`config.mk`:
```
export PLATFORM = sky130hd
export DESIGN_NAME = raycast_column_pixel_shader_core
export DESIGN_NICKNAME = d
export VERILOG_FILES = /design/src/rtl/core/rcps_pkg.sv /design/src/rtl/core/rcps_classify.sv /design/src/rtl/core/rcps_div_step.sv /design/src/rtl/core/rcps_texel.sv /design/src/rtl/core/raycast_column_pixel_shader_core.sv
export VERILOG_INCLUDE_DIRS = /design/src /design/src/rtl/core
export SDC_FILE = /design/constraint.sdc
export NUM_CORES = 2
export LEC_CHECK = 0
export BUFFER_PORTS_ARGS = -buffer_cell sky130_fd_sc_hd__buf_2
export CAP_MARGIN = 20
export CELL_PAD_IN_SITES_DETAIL_PLACEMENT = 0
export CELL_PAD_IN_SITES_GLOBAL_PLACEMENT = 1
export CORE_ASPECT_RATIO = 1.25
export CORE_MARGIN = 5
export CORE_UTILIZATION = 52
export CTS_CLUSTER_SIZE = 12
export DETAILED_ROUTE_END_ITERATION = 10
export GPL_TIMING_DRIVEN = 1
export PLACE_DENSITY = 0.84
export SYNTH_ARGS = -nofsm -noshare
export SYNTH_HDL_FRONTEND = slang
export SYNTH_SLANG_ARGS = --single-unit
```
`constraint.sdc`:
```
create_clock -name clk -period 13.7 [get_ports clk]
set_input_delay 1.37 -clock clk [delete_from_list [all_inputs] [get_ports clk]]
set_output_delay 1.37 -clock clk [all_outputs]
set_load 0.02 [all_outputs]
```
`src/rtl/core/assert_macros.svh`:
```
// ----------------------------------------------------------------------------
// Assertion macros
// Shared wrappers for concurrent assertions clocked on clk, off in reset.
// ----------------------------------------------------------------------------
`ifndef ASSERT_MACROS_SVH
`define ASSERT_MACROS_SVH

// Property must hold at every edge outside reset
`define RCPS_ASSERT(lbl, prop, msg) \
    lbl: assert property (@(posedge clk) disable iff (!rst_n) (prop)) else $error(msg);

// Expression must never be true outside reset
`define RCPS_ASSERT_NEVER(lbl, expr, msg) \
    lbl: assert property (@(posedge clk) disable iff (!rst_n) !(expr)) else $error(msg);

`endif

```
`src/rtl/core/rcps_pkg.sv`:
```
// ----------------------------------------------------------------------------
// rcps_pkg
// Widths, codes and beat structures of the raycast column pixel shader.
// ----------------------------------------------------------------------------
`timescale 1ns / 1ps

package rcps_pkg;

    // Field widths
    localparam int COL_W     = 12;
    localparam int ROW_W     = 9;
    localparam int WALL_W    = 16;
    localparam int FACE_W    = 2;
    localparam int TCOL_W    = 12;
    localparam int TDIM_W    = 13;
    localparam int ADDR_W    = 32;
    localparam int COLOR_W   = 32;
    localparam int TEXEL_W   = 24;
    localparam int REGION_W  = 2;
    localparam int STRIDE_W  = 16;
    localparam int PBITS_W   = 6;
    localparam int BPP_W     = PBITS_W - 3;
    localparam int CFG_IDX_W = 3;

    // Texture row and divider widths
    localparam int TY_W   = TDIM_W;
    localparam int PROD_W = WALL_W + TDIM_W;
    // Signed width for row/wall geometry (half screen height up to 2048)
    localparam int SGN_W  = 18;

    // Region codes
    localparam logic [REGION_W-1:0] REGION_CEILING = 2'd0;
    localparam logic [REGION_W-1:0] REGION_WALL    = 2'd1;
    localparam logic [REGION_W-1:0] REGION_FLOOR   = 2'd2;

    // How the texture row is formed
    localparam logic [1:0] TY_DIV  = 2'd0;   // quotient of the divider
    localparam logic [1:0] TY_LAST = 2'd1;   // tex_height - 1
    localparam logic [1:0] TY_ZERO = 2'd2;   // zero texture height

    // Register indexes
    localparam logic [CFG_IDX_W-1:0] REG_CEILING_COLOR = 3'd0;
    localparam logic [CFG_IDX_W-1:0] REG_FLOOR_COLOR   = 3'd1;
    localparam logic [CFG_IDX_W-1:0] REG_FRAME_BASE    = 3'd2;
    localparam logic [CFG_IDX_W-1:0] REG_LINE_STRIDE   = 3'd3;
    localparam logic [CFG_IDX_W-1:0] REG_PIXEL_BITS    = 3'd4;

    // Register reset values
    localparam logic [STRIDE_W-1:0] LINE_STRIDE_RST = 16'd2048;
    localparam logic [PBITS_W-1:0]  PIXEL_BITS_RST  = 6'd32;

    // Configuration registers
    typedef struct packed {
        logic [COLOR_W-1:0]  ceiling_color;
        logic [COLOR_W-1:0]  floor_color;
        logic [ADDR_W-1:0]   frame_base;
        logic [STRIDE_W-1:0] line_stride;
        logic [PBITS_W-1:0]  pixel_bits;
    } rcps_cfg_t;

    // Divider working set
    typedef struct packed {
        logic [PROD_W-1:0] rem;
        logic [WALL_W-1:0] divisor;
        logic [TY_W-1:0]   quot;
    } rcps_div_t;

    // Fields that ride alongside the divider
    typedef struct packed {
        logic [ADDR_W-1:0]   addr;
        logic [REGION_W-1:0] region;
        logic [COLOR_W-1:0]  flat_color;
        logic [FACE_W-1:0]   face;
        logic [TDIM_W-1:0]   tex_width;
        logic [TCOL_W-1:0]   tex_col;
        logic [TDIM_W-1:0]   tex_height;
        logic [1:0]          ty_mode;
    } rcps_side_t;

endpackage

```
`src/rtl/core/rcps_classify.sv`:
```
// ----------------------------------------------------------------------------
// rcps_classify
// Two stages: region decision, address partial products and texture row
// setup, then address sum and divider dividend.
// ----------------------------------------------------------------------------
`timescale 1ns / 1ps

module rcps_classify
    import rcps_pkg::*;
#(
    parameter int SCREEN_HEIGHT = 512
)
(
    input  logic                clk,
    input  logic                rst_n,
    input  rcps_cfg_t           cfg,
    input  logic                in_valid,
    output logic                in_ready,
    input  logic [COL_W-1:0]    column,
    input  logic [ROW_W-1:0]    row,
    input  logic [WALL_W-1:0]   wall_height,
    input  logic [FACE_W-1:0]   face,
    input  logic [TCOL_W-1:0]   tex_col,
    input  logic [TDIM_W-1:0]   tex_width,
    input  logic [TDIM_W-1:0]   tex_height,
    output logic                out_valid,
    input  logic                out_ready,
    output rcps_div_t           out_div,
    output rcps_side_t          out_side
);

    localparam logic signed [SGN_W-1:0] HALF_H = SGN_W'(SCREEN_HEIGHT / 2);

    typedef struct packed {
        logic [WALL_W-1:0]         d;
        logic [WALL_W-1:0]         wall;
        logic [ROW_W+STRIDE_W-1:0] row_prod;
        logic [COL_W+BPP_W-1:0]    col_prod;
        rcps_side_t                side;
    } s1_t;

    logic signed [SGN_W-1:0] half_w;
    logic signed [SGN_W-1:0] row_s;
    logic signed [SGN_W-1:0] wall_s;
    logic signed [SGN_W-1:0] c_val;
    logic signed [SGN_W-1:0] start;
    logic signed [SGN_W-1:0] wall_end;
    logic signed [SGN_W-1:0] d_s;
    logic                    c_pos;
    logic                    is_ceil;
    logic                    is_wall;
    logic [WALL_W-1:0]       d_val;
    s1_t                     s1_next;

    logic s1_valid_reg;
    s1_t  s1_reg;
    logic s1_ready;
    logic s2_ready;
    logic s2_valid_reg;
    rcps_div_t  div_reg;
    rcps_side_t side_reg;
    rcps_div_t  div_next;
    rcps_side_t side_next;

    // Geometry of the column
    assign half_w   = {{(SGN_W-WALL_W+1){1'b0}}, wall_height[WALL_W-1:1]};
    assign row_s    = {{(SGN_W-ROW_W){1'b0}}, row};
    assign wall_s   = {{(SGN_W-WALL_W){1'b0}}, wall_height};
    assign c_val    = HALF_H - half_w;
    assign c_pos    = !c_val[SGN_W-1] && (c_val != '0);
    assign is_ceil  = c_pos && (row_s <= c_val);
    assign start    = c_pos ? (c_val + SGN_W'(1)) : '0;
    assign wall_end = start + wall_s;
    assign is_wall  = !is_ceil && (row_s <= wall_end);
    assign d_s      = row_s - c_val;
    assign d_val    = d_s[SGN_W-1] ? '0 : d_s[WALL_W-1:0];

    // Stage 1 payload
    always_comb
    begin
        s1_next.d        = d_val;
        s1_next.wall     = wall_height;
        s1_next.row_prod = row * cfg.line_stride;
        s1_next.col_prod = column * cfg.pixel_bits[PBITS_W-1:3];
        s1_next.side.addr       = '0;
        s1_next.side.face       = face;
        s1_next.side.tex_width  = tex_width;
        s1_next.side.tex_col    = tex_col;
        s1_next.side.tex_height = tex_height;
        if (is_ceil)
        begin
            s1_next.side.region     = REGION_CEILING;
            s1_next.side.flat_color = cfg.ceiling_color;
        end
        else if (is_wall)
        begin
            s1_next.side.region     = REGION_WALL;
            s1_next.side.flat_color = '0;
        end
        else
        begin
            s1_next.side.region     = REGION_FLOOR;
            s1_next.side.flat_color = cfg.floor_color;
        end
        // texture row mode: past the wall end the quotient saturates
        if (tex_height == '0)
            s1_next.side.ty_mode = TY_ZERO;
        else if ((wall_height == '0) || (d_val >= wall_height))
            s1_next.side.ty_mode = TY_LAST;
        else
            s1_next.side.ty_mode = TY_DIV;
    end

    // Stage 2 payload
    always_comb
    begin
        side_next      = s1_reg.side;
        side_next.addr = cfg.frame_base + ADDR_W'(s1_reg.row_prod)
                       + ADDR_W'(s1_reg.col_prod);
        div_next.rem     = s1_reg.d * s1_reg.side.tex_height;
        div_next.divisor = s1_reg.wall;
        div_next.quot    = '0;
    end

    assign s2_ready = !s2_valid_reg || out_ready;
    assign s1_ready = !s1_valid_reg || s2_ready;
    assign in_ready = s1_ready;

    // Valid bits
    always_ff @(posedge clk or negedge rst_n)
    begin
        if (!rst_n)
        begin
            s1_valid_reg <= 1'b0;
            s2_valid_reg <= 1'b0;
        end
        else
        begin
            if (s1_ready)
                s1_valid_reg <= in_valid;
            if (s2_ready)
                s2_valid_reg <= s1_valid_reg;
        end
    end

    // Payload
    always_ff @(posedge clk)
    begin
        if (in_valid && s1_ready)
            s1_reg <= s1_next;
        if (s1_valid_reg && s2_ready)
        begin
            div_reg  <= div_next;
            side_reg <= side_next;
        end
    end

    assign out_valid = s2_valid_reg;
    assign out_div   = div_reg;
    assign out_side  = side_reg;

endmodule

```
`src/rtl/core/rcps_div_step.sv`:
```
// ----------------------------------------------------------------------------
// rcps_div_step
// One restoring division step: decides one quotient bit per stage.
// ----------------------------------------------------------------------------
`timescale 1ns / 1ps

module rcps_div_step
    import rcps_pkg::*;
#(
    parameter int SHIFT = 0
)
(
    input  logic       clk,
    input  logic       rst_n,
    input  logic       in_valid,
    output logic       in_ready,
    input  rcps_div_t  in_div,
    input  rcps_side_t in_side,
    output logic       out_valid,
    input  logic       out_ready,
    output rcps_div_t  out_div,
    output rcps_side_t out_side
);

    logic [PROD_W-1:0] shifted;
    logic              take;
    rcps_div_t         div_next;
    logic              valid_reg;
    rcps_div_t         div_reg;
    rcps_side_t        side_reg;

    // Trial subtract of the shifted divisor
    assign shifted = PROD_W'(in_div.divisor) << SHIFT;
    assign take    = (in_div.rem >= shifted);

    always_comb
    begin
        div_next             = in_div;
        div_next.rem         = take ? (in_div.rem - shifted) : in_div.rem;
        div_next.quot[SHIFT] = take;
    end

    assign in_ready = !valid_reg || out_ready;

    always_ff @(posedge clk or negedge rst_n)
    begin
        if (!rst_n)
            valid_reg <= 1'b0;
        else if (in_ready)
            valid_reg <= in_valid;
    end

    always_ff @(posedge clk)
    begin
        if (in_valid && in_ready)
        begin
            div_reg  <= div_next;
            side_reg <= in_side;
        end
    end

    assign out_valid = valid_reg;
    assign out_div   = div_reg;
    assign out_side  = side_reg;

endmodule

```
`src/rtl/core/rcps_texel.sv`:
```
// ----------------------------------------------------------------------------
// rcps_texel
// Texture row select and texel index: multiply stage, then add and output
// register.
// ----------------------------------------------------------------------------
`timescale 1ns / 1ps

module rcps_texel
    import rcps_pkg::*;
(
    input  logic                 clk,
    input  logic                 rst_n,
    input  logic                 in_valid,
    output logic                 in_ready,
    input  rcps_div_t            in_div,
    input  rcps_side_t           in_side,
    output logic                 out_valid,
    input  logic                 out_ready,
    output logic [ADDR_W-1:0]    pixel_address,
    output logic [REGION_W-1:0]  region,
    output logic [COLOR_W-1:0]   flat_color,
    output logic [TEXEL_W-1:0]   texel_index,
    output logic [FACE_W-1:0]    texture_face
);

    localparam int MUL_W = TDIM_W + TY_W;

    logic [TY_W-1:0]   ty;
    logic              m_valid_reg;
    logic [MUL_W-1:0]  m_prod_reg;
    rcps_side_t        m_side_reg;
    logic              m_ready;
    logic              o_ready;
    logic [MUL_W-1:0]  sum;
    logic              o_valid_reg;
    logic [ADDR_W-1:0]   addr_reg;
    logic [REGION_W-1:0] region_reg;
    logic [COLOR_W-1:0]  color_reg;
    logic [TEXEL_W-1:0]  texel_reg;
    logic [TEXEL_W-1:0]  texel_next;
    logic [FACE_W-1:0]   face_reg;

    // Texture row after clamping
    always_comb
    begin
        case (in_side.ty_mode)
            TY_DIV:  ty = in_div.quot;
            TY_LAST: ty = in_side.tex_height - TY_W'(1);
            default: ty = '0;
        endcase
    end

    // Row offset plus column, masked to index width; flat pixels read zero
    assign sum        = m_prod_reg + MUL_W'(m_side_reg.tex_col);
    assign texel_next = (m_side_reg.region == REGION_WALL) ? sum[TEXEL_W-1:0] : '0;

    assign o_ready  = !o_valid_reg || out_ready;
    assign m_ready  = !m_valid_reg || o_ready;
    assign in_ready = m_ready;

    always_ff @(posedge clk or negedge rst_n)
    begin
        if (!rst_n)
        begin
            m_valid_reg <= 1'b0;
            o_valid_reg <= 1'b0;
        end
        else
        begin
            if (m_ready)
                m_valid_reg <= in_valid;
            if (o_ready)
                o_valid_reg <= m_valid_reg;
        end
    end

    always_ff @(posedge clk)
    begin
        if (in_valid && m_ready)
        begin
            m_prod_reg <= in_side.tex_width * ty;
            m_side_reg <= in_side;
        end
        if (m_valid_reg && o_ready)
        begin
            addr_reg   <= m_side_reg.addr;
            region_reg <= m_side_reg.region;
            color_reg  <= m_side_reg.flat_color;
            texel_reg  <= texel_next;
            face_reg   <= m_side_reg.face;
        end
    end

    assign out_valid     = o_valid_reg;
    assign pixel_address = addr_reg;
    assign region        = region_reg;
    assign flat_color    = color_reg;
    assign texel_index   = texel_reg;
    assign texture_face  = face_reg;

endmodule

```
`src/rtl/core/raycast_column_pixel_shader_core.sv`:
```
// Path: a pixel beat passes 2 classify stages, one stage per texture row
// bit in the divider, then 2 texel stages, each of them registered.
// Throughput: one pixel per cycle while out_ready is not held low; the 13-step divider is fully pipelined.
// Stalls back up stage by stage, so empty stages still take new beats.
// Reset: all valid bits clear; configuration registers return to their reset values.
// ----------------------------------------------------------------------------
// raycast_column_pixel_shader_core
// Per-pixel ceiling/wall/floor shading, texel index and framebuffer address.
// ----------------------------------------------------------------------------
`timescale 1ns / 1ps
`include "assert_macros.svh"

module raycast_column_pixel_shader_core
    import rcps_pkg::*;
#(
    parameter int SCREEN_HEIGHT = 512
)
(
    input  logic                 clk,
    input  logic                 rst_n,
    // configuration
    input  logic                 cfg_valid,
    output logic                 cfg_ready,
    input  logic [CFG_IDX_W-1:0] cfg_index,
    input  logic [31:0]          cfg_data,
    // pixel in
    input  logic                 in_valid,
    output logic                 in_ready,
    input  logic [COL_W-1:0]     column,
    input  logic [ROW_W-1:0]     row,
    input  logic [WALL_W-1:0]    wall_height,
    input  logic [FACE_W-1:0]    face,
    input  logic [TCOL_W-1:0]    tex_col,
    input  logic [TDIM_W-1:0]    tex_width,
    input  logic [TDIM_W-1:0]    tex_height,
    // pixel out
    output logic                 out_valid,
    input  logic                 out_ready,
    output logic [ADDR_W-1:0]    pixel_address,
    output logic [REGION_W-1:0]  region,
    output logic [COLOR_W-1:0]   flat_color,
    output logic [TEXEL_W-1:0]   texel_index,
    output logic [FACE_W-1:0]    texture_face
);

    rcps_cfg_t  cfg_reg;
    logic       stage_valid [0:TY_W];
    logic       stage_ready [0:TY_W];
    rcps_div_t  stage_div   [0:TY_W];
    rcps_side_t stage_side  [0:TY_W];
    logic       out_beat;
    logic       out_wall_beat;
    logic       out_flat_beat;

    // Configuration registers, always writable
    assign cfg_ready = 1'b1;

    always_ff @(posedge clk or negedge rst_n)
    begin
        if (!rst_n)
        begin
            cfg_reg.ceiling_color <= '0;
            cfg_reg.floor_color   <= '0;
            cfg_reg.frame_base    <= '0;
            cfg_reg.line_stride   <= LINE_STRIDE_RST;
            cfg_reg.pixel_bits    <= PIXEL_BITS_RST;
        end
        else if (cfg_valid && cfg_ready)
        begin
            unique case (cfg_index)
                REG_CEILING_COLOR: cfg_reg.ceiling_color <= cfg_data[COLOR_W-1:0];
                REG_FLOOR_COLOR:   cfg_reg.floor_color   <= cfg_data[COLOR_W-1:0];
                REG_FRAME_BASE:    cfg_reg.frame_base    <= cfg_data[ADDR_W-1:0];
                REG_LINE_STRIDE:   cfg_reg.line_stride   <= cfg_data[STRIDE_W-1:0];
                REG_PIXEL_BITS:    cfg_reg.pixel_bits    <= cfg_data[PBITS_W-1:0];
                default: ;
            endcase
        end
    end

    // Region, address and dividend
    rcps_classify #(
        .SCREEN_HEIGHT (SCREEN_HEIGHT)
    ) u_classify (
        .clk         (clk),
        .rst_n       (rst_n),
        .cfg         (cfg_reg),
        .in_valid    (in_valid),
        .in_ready    (in_ready),
        .column      (column),
        .row         (row),
        .wall_height (wall_height),
        .face        (face),
        .tex_col     (tex_col),
        .tex_width   (tex_width),
        .tex_height  (tex_height),
        .out_valid   (stage_valid[0]),
        .out_ready   (stage_ready[0]),
        .out_div     (stage_div[0]),
        .out_side    (stage_side[0])
    );

    // Divider chain, most significant quotient bit first
    for (genvar k = 0; k < TY_W; k++)
    begin : g_div
        rcps_div_step #(
            .SHIFT (TY_W - 1 - k)
        ) u_step (
            .clk       (clk),
            .rst_n     (rst_n),
            .in_valid  (stage_valid[k]),
            .in_ready  (stage_ready[k]),
            .in_div    (stage_div[k]),
            .in_side   (stage_side[k]),
            .out_valid (stage_valid[k+1]),
            .out_ready (stage_ready[k+1]),
            .out_div   (stage_div[k+1]),
            .out_side  (stage_side[k+1])
        );
    end

    // Texel index and output register
    rcps_texel u_texel (
        .clk           (clk),
        .rst_n         (rst_n),
        .in_valid      (stage_valid[TY_W]),
        .in_ready      (stage_ready[TY_W]),
        .in_div        (stage_div[TY_W]),
        .in_side       (stage_side[TY_W]),
        .out_valid     (out_valid),
        .out_ready     (out_ready),
        .pixel_address (pixel_address),
        .region        (region),
        .flat_color    (flat_color),
        .texel_index   (texel_index),
        .texture_face  (texture_face)
    );

    // Checks
    assign out_beat      = out_valid && out_ready;
    assign out_wall_beat = out_valid && (region == REGION_WALL);
    assign out_flat_beat = out_valid && (region != REGION_WALL);

    `RCPS_ASSERT_NEVER(a_region_code, out_valid && (region > REGION_FLOOR), "bad region code")
    `RCPS_ASSERT(a_flat_no_texel, out_flat_beat |-> (texel_index == '0), "texel on flat pixel")
    `RCPS_ASSERT(a_wall_no_color, out_wall_beat |-> (flat_color == '0), "color on wall pixel")
    `RCPS_ASSERT(a_drain, out_beat |=> (in_ready || out_valid), "pipe stuck after drain")

endmodule

```
==> out/qor.yml <==
timing:
  setup_viol: 0
  tns_ns: 0
  fmax_ghz: 0.125
  max-slew-margin-rel: 0.290
  period_share: 0.582
  rsz0062_at_grt: "false"
  fin_ws_ns: 5.72
  hold_violations: 0
  finalClockSkew_ns: 0.0913
  worst_hold_slack_ns: 0.362
  finalCriticalPeriod_ns: 7.98
  worst_slew_pin_slew_ns: 1.05
  drv_slew: 0
cells_and_area:
  nets: 9194
  drive_above_1_share: 0.100
  area_delta_synth_final_pct: 10.9
  largest_reg_flops: 1404
  stdcell_area_mm2: 0.130
job:
  cap_violations: 0
yosys:
  syn_inst: 7754
  yosysSeqAreaShare: 0.678
  synth_top_area_share: 0.650
  yosys_warnings: 0
  syn_area_per_cell_um2: 15.1
  synth_cell_type_count: 84
  ys.flop_type: "edfxtp_1"
  synthTopCellsByArea: "edfxtp_1 65%, fa_1 7.1%, ha_1 5.4%"
  synth_area_mm2: 0.117
  synth_top_cell_by_area: "edfxtp_1"
  synth_edf_count: 2532
  synth_seq_cells: 2664
  async_flop_share: 0.0495
  synth.most_common_cell: "edfxtp_1"
  netlist_top_cells_count: "2532 x edfxtp_1, 793 x inv_1, 629 x nand2_1"
die:
  coreArea_mm2: 0.224
  die_area_mm2: 0.235
  die_h_um: 540
  ios: 212
  row_count: 194
  start_util: 0.523
  die_x_um: 434
setup_path:
  crit_fanout: 33
  setup.worst_path.end_class: "flip-flop"
  max_stage_delay_ns: 0.81
  cp.required_ns: 14.44
  worstSetupPathType: "in2reg"
  startpoint: "wall_height[1]"
  arrival_ns: 8.72
  cpMostUsedCell: "ha_1"
  cp-start-kind: "input pin"
  r2r-start: "g_div[12].u_step.out_side[6]$_DFFE_PP_"
  crit_slowest_cell: "o21ai_2"
route:
  drt-initial-drc-count: 3665
  wire_per_inst_um: 20.0
  drc_errors: 0
  vias: 60400
  firstDrtPassIters: 5
  via_per_inst: 5.38
  ant_nets: 0
  wl_mm: 225
placement:
  place_ws_ns: 4.86
  io_buffers: 210
  gp_congestion: 0.916
  place_hpwl_mm: 152
  placed_area_mm2: 0.122
pwr:
  ir_worst_vdd_mv: 0.378
  power.density_mw_per_mm2: 256
  p_leak_nw: 50.2
  power.total_mw: 33.2
clocking:
  cts_tree: "done"
  numCtsBuffers: 285
  cts_setup_buffers: 0
  cts_hold_buf: 0
  cts_resized: 0
  clock_latency_ns: 0.91
  cts.sinks: 2664
  clk_pin_slew_ns: 0.05
  cts_root_buffer: "clkbuf_16"
  htreeDepth: 5
  clockBufferDepth: 4
global_routing:
  grt_max_degree: 161
  grt_usage: 0.195
  grt_pass1_vias: 64500
  antenna_found_initial: 5
  grt_overflow: 0
  grt_first_pass_wirelength_mm: 361
hold_path:
  hold_path_class: "reg2reg"
  hp-start: "g_div[3].u_step.out_side[12]$_DFFE_PP_"
outcome:
  status: "finished clean"
[critical path, delay by kind of cell]
family | cells | cell delay [ns]
compound gates | 12 | 3.51
buf+inv | 3 | 0.83
simple gates | 8 | 1.63
xor+xnor | 1 | 0.12
fa+ha+maj | 4 | 1.08
mux | 1 | 0.14
[kinds of logic (layout without fill, tap and decap cells)]
kind of cell | count (synthesis) | in the layout | synth area share
flip-flops | 2664 | 2664 | 0.678
AND/OR/NAND/NOR | 1787 | 1787 | 0.0747
buffers and inverters | 948 | 1467 | 0.0308
AO/OA/AOI/OAI | 919 | 919 | 0.0497
adder cells (fa/ha/maj) | 918 | 918 | 0.125
XOR/XNOR | 340 | 340 | 0.0254
multiplexers | 176 | 176 | 0.0168
other | 2 | 6 | 0.0000642
[layer usage]
| layer | vias up | GRT usage | routed length [um] |
|---|---|---|---|
| met5 | - | 0 | 13 |
| met4 | 2 | 0.0698 | 8230 |
| met3 | 453 | 0.0288 | 9200 |
| met2 | 1457 | 0.356 | 120000 |
| met1 | 30000 | 0.236 | 87100 |
| li1 | 28500 | - | - |
[final cells by class]
class                      count  area, um2
timing repair buffer         270       1550
multi-input combinational   4145      34300
clock inverter                41        357
tap                         2940       3680
inverter                     793       2980
fill                       16900      94000
antenna                        1       2.50
clock buffer                 363       7540
sequential                  2664      79300
[placed cells by master, fill, tap and decap left out, types with 76 or more instances in the layout]
| master | netlist | final |
|---|---|---|
| a21oi_1 | 275 | 275 |
| dfrtp_1 | 130 | 130 |
| nand3_1 | 76 | 76 |
| a21o_1 | 90 | 90 |
| xnor2_1 | 232 | 232 |
| and2_1 | 239 | 228 |
| fa_1 | 414 | 414 |
| edfxtp_1 | 2532 | 2532 |
| clkbuf_16 | 0 | 289 |
| nor2_1 | 339 | 338 |
| o21ai_0 | 223 | 222 |
| nand2_1 | 629 | 629 |
| nor3_1 | 107 | 107 |
| ha_1 | 504 | 504 |
| inv_1 | 793 | 793 |
| buf_2 | 3 | 209 |
| mux2_2 | 159 | 159 |
| xor2_1 | 108 | 108 |
[metrics by stage]
stage / utilization / instances
after floorplan: - / 7757
after global placement: 0.544 / 10800
after detailed placement: 0.544 / 10800
after CTS: 0.580 / 11200
after global routing: 0.580 / 11200
final: 0.580 / 11200
[final timing paths]
path	end	slack [ns]	depth (start not counted)
max in group asynchronous	cfg_reg[13]$_DFFE_PN0P_	11.91	2
worst min register to register	g_div[4].u_step.out_side[12]$_DFFE_PP_	0.36	0
worst max register to register	u_texel.m_prod_reg[23]$_DFFE_PP_	5.92	25
worst max-delay path	u_classify.s1_reg[65]$_DFFE_PP_	5.72	29
min in group asynchronous	g_div[2].u_step.out_valid$_DFFE_PN0P_	0.55	1
worst min-delay path	g_div[4].u_step.out_side[12]$_DFFE_PP_	0.36	0
[power breakdown]
part / internal (mW) / switching (mW)
Clock: 3.92 / 2.85
Combinational: 6.03 / 7.82
Sequential: 11.7 / 0.903
Total: 21.6 / 11.6
(Power assumes the default switching activity.)
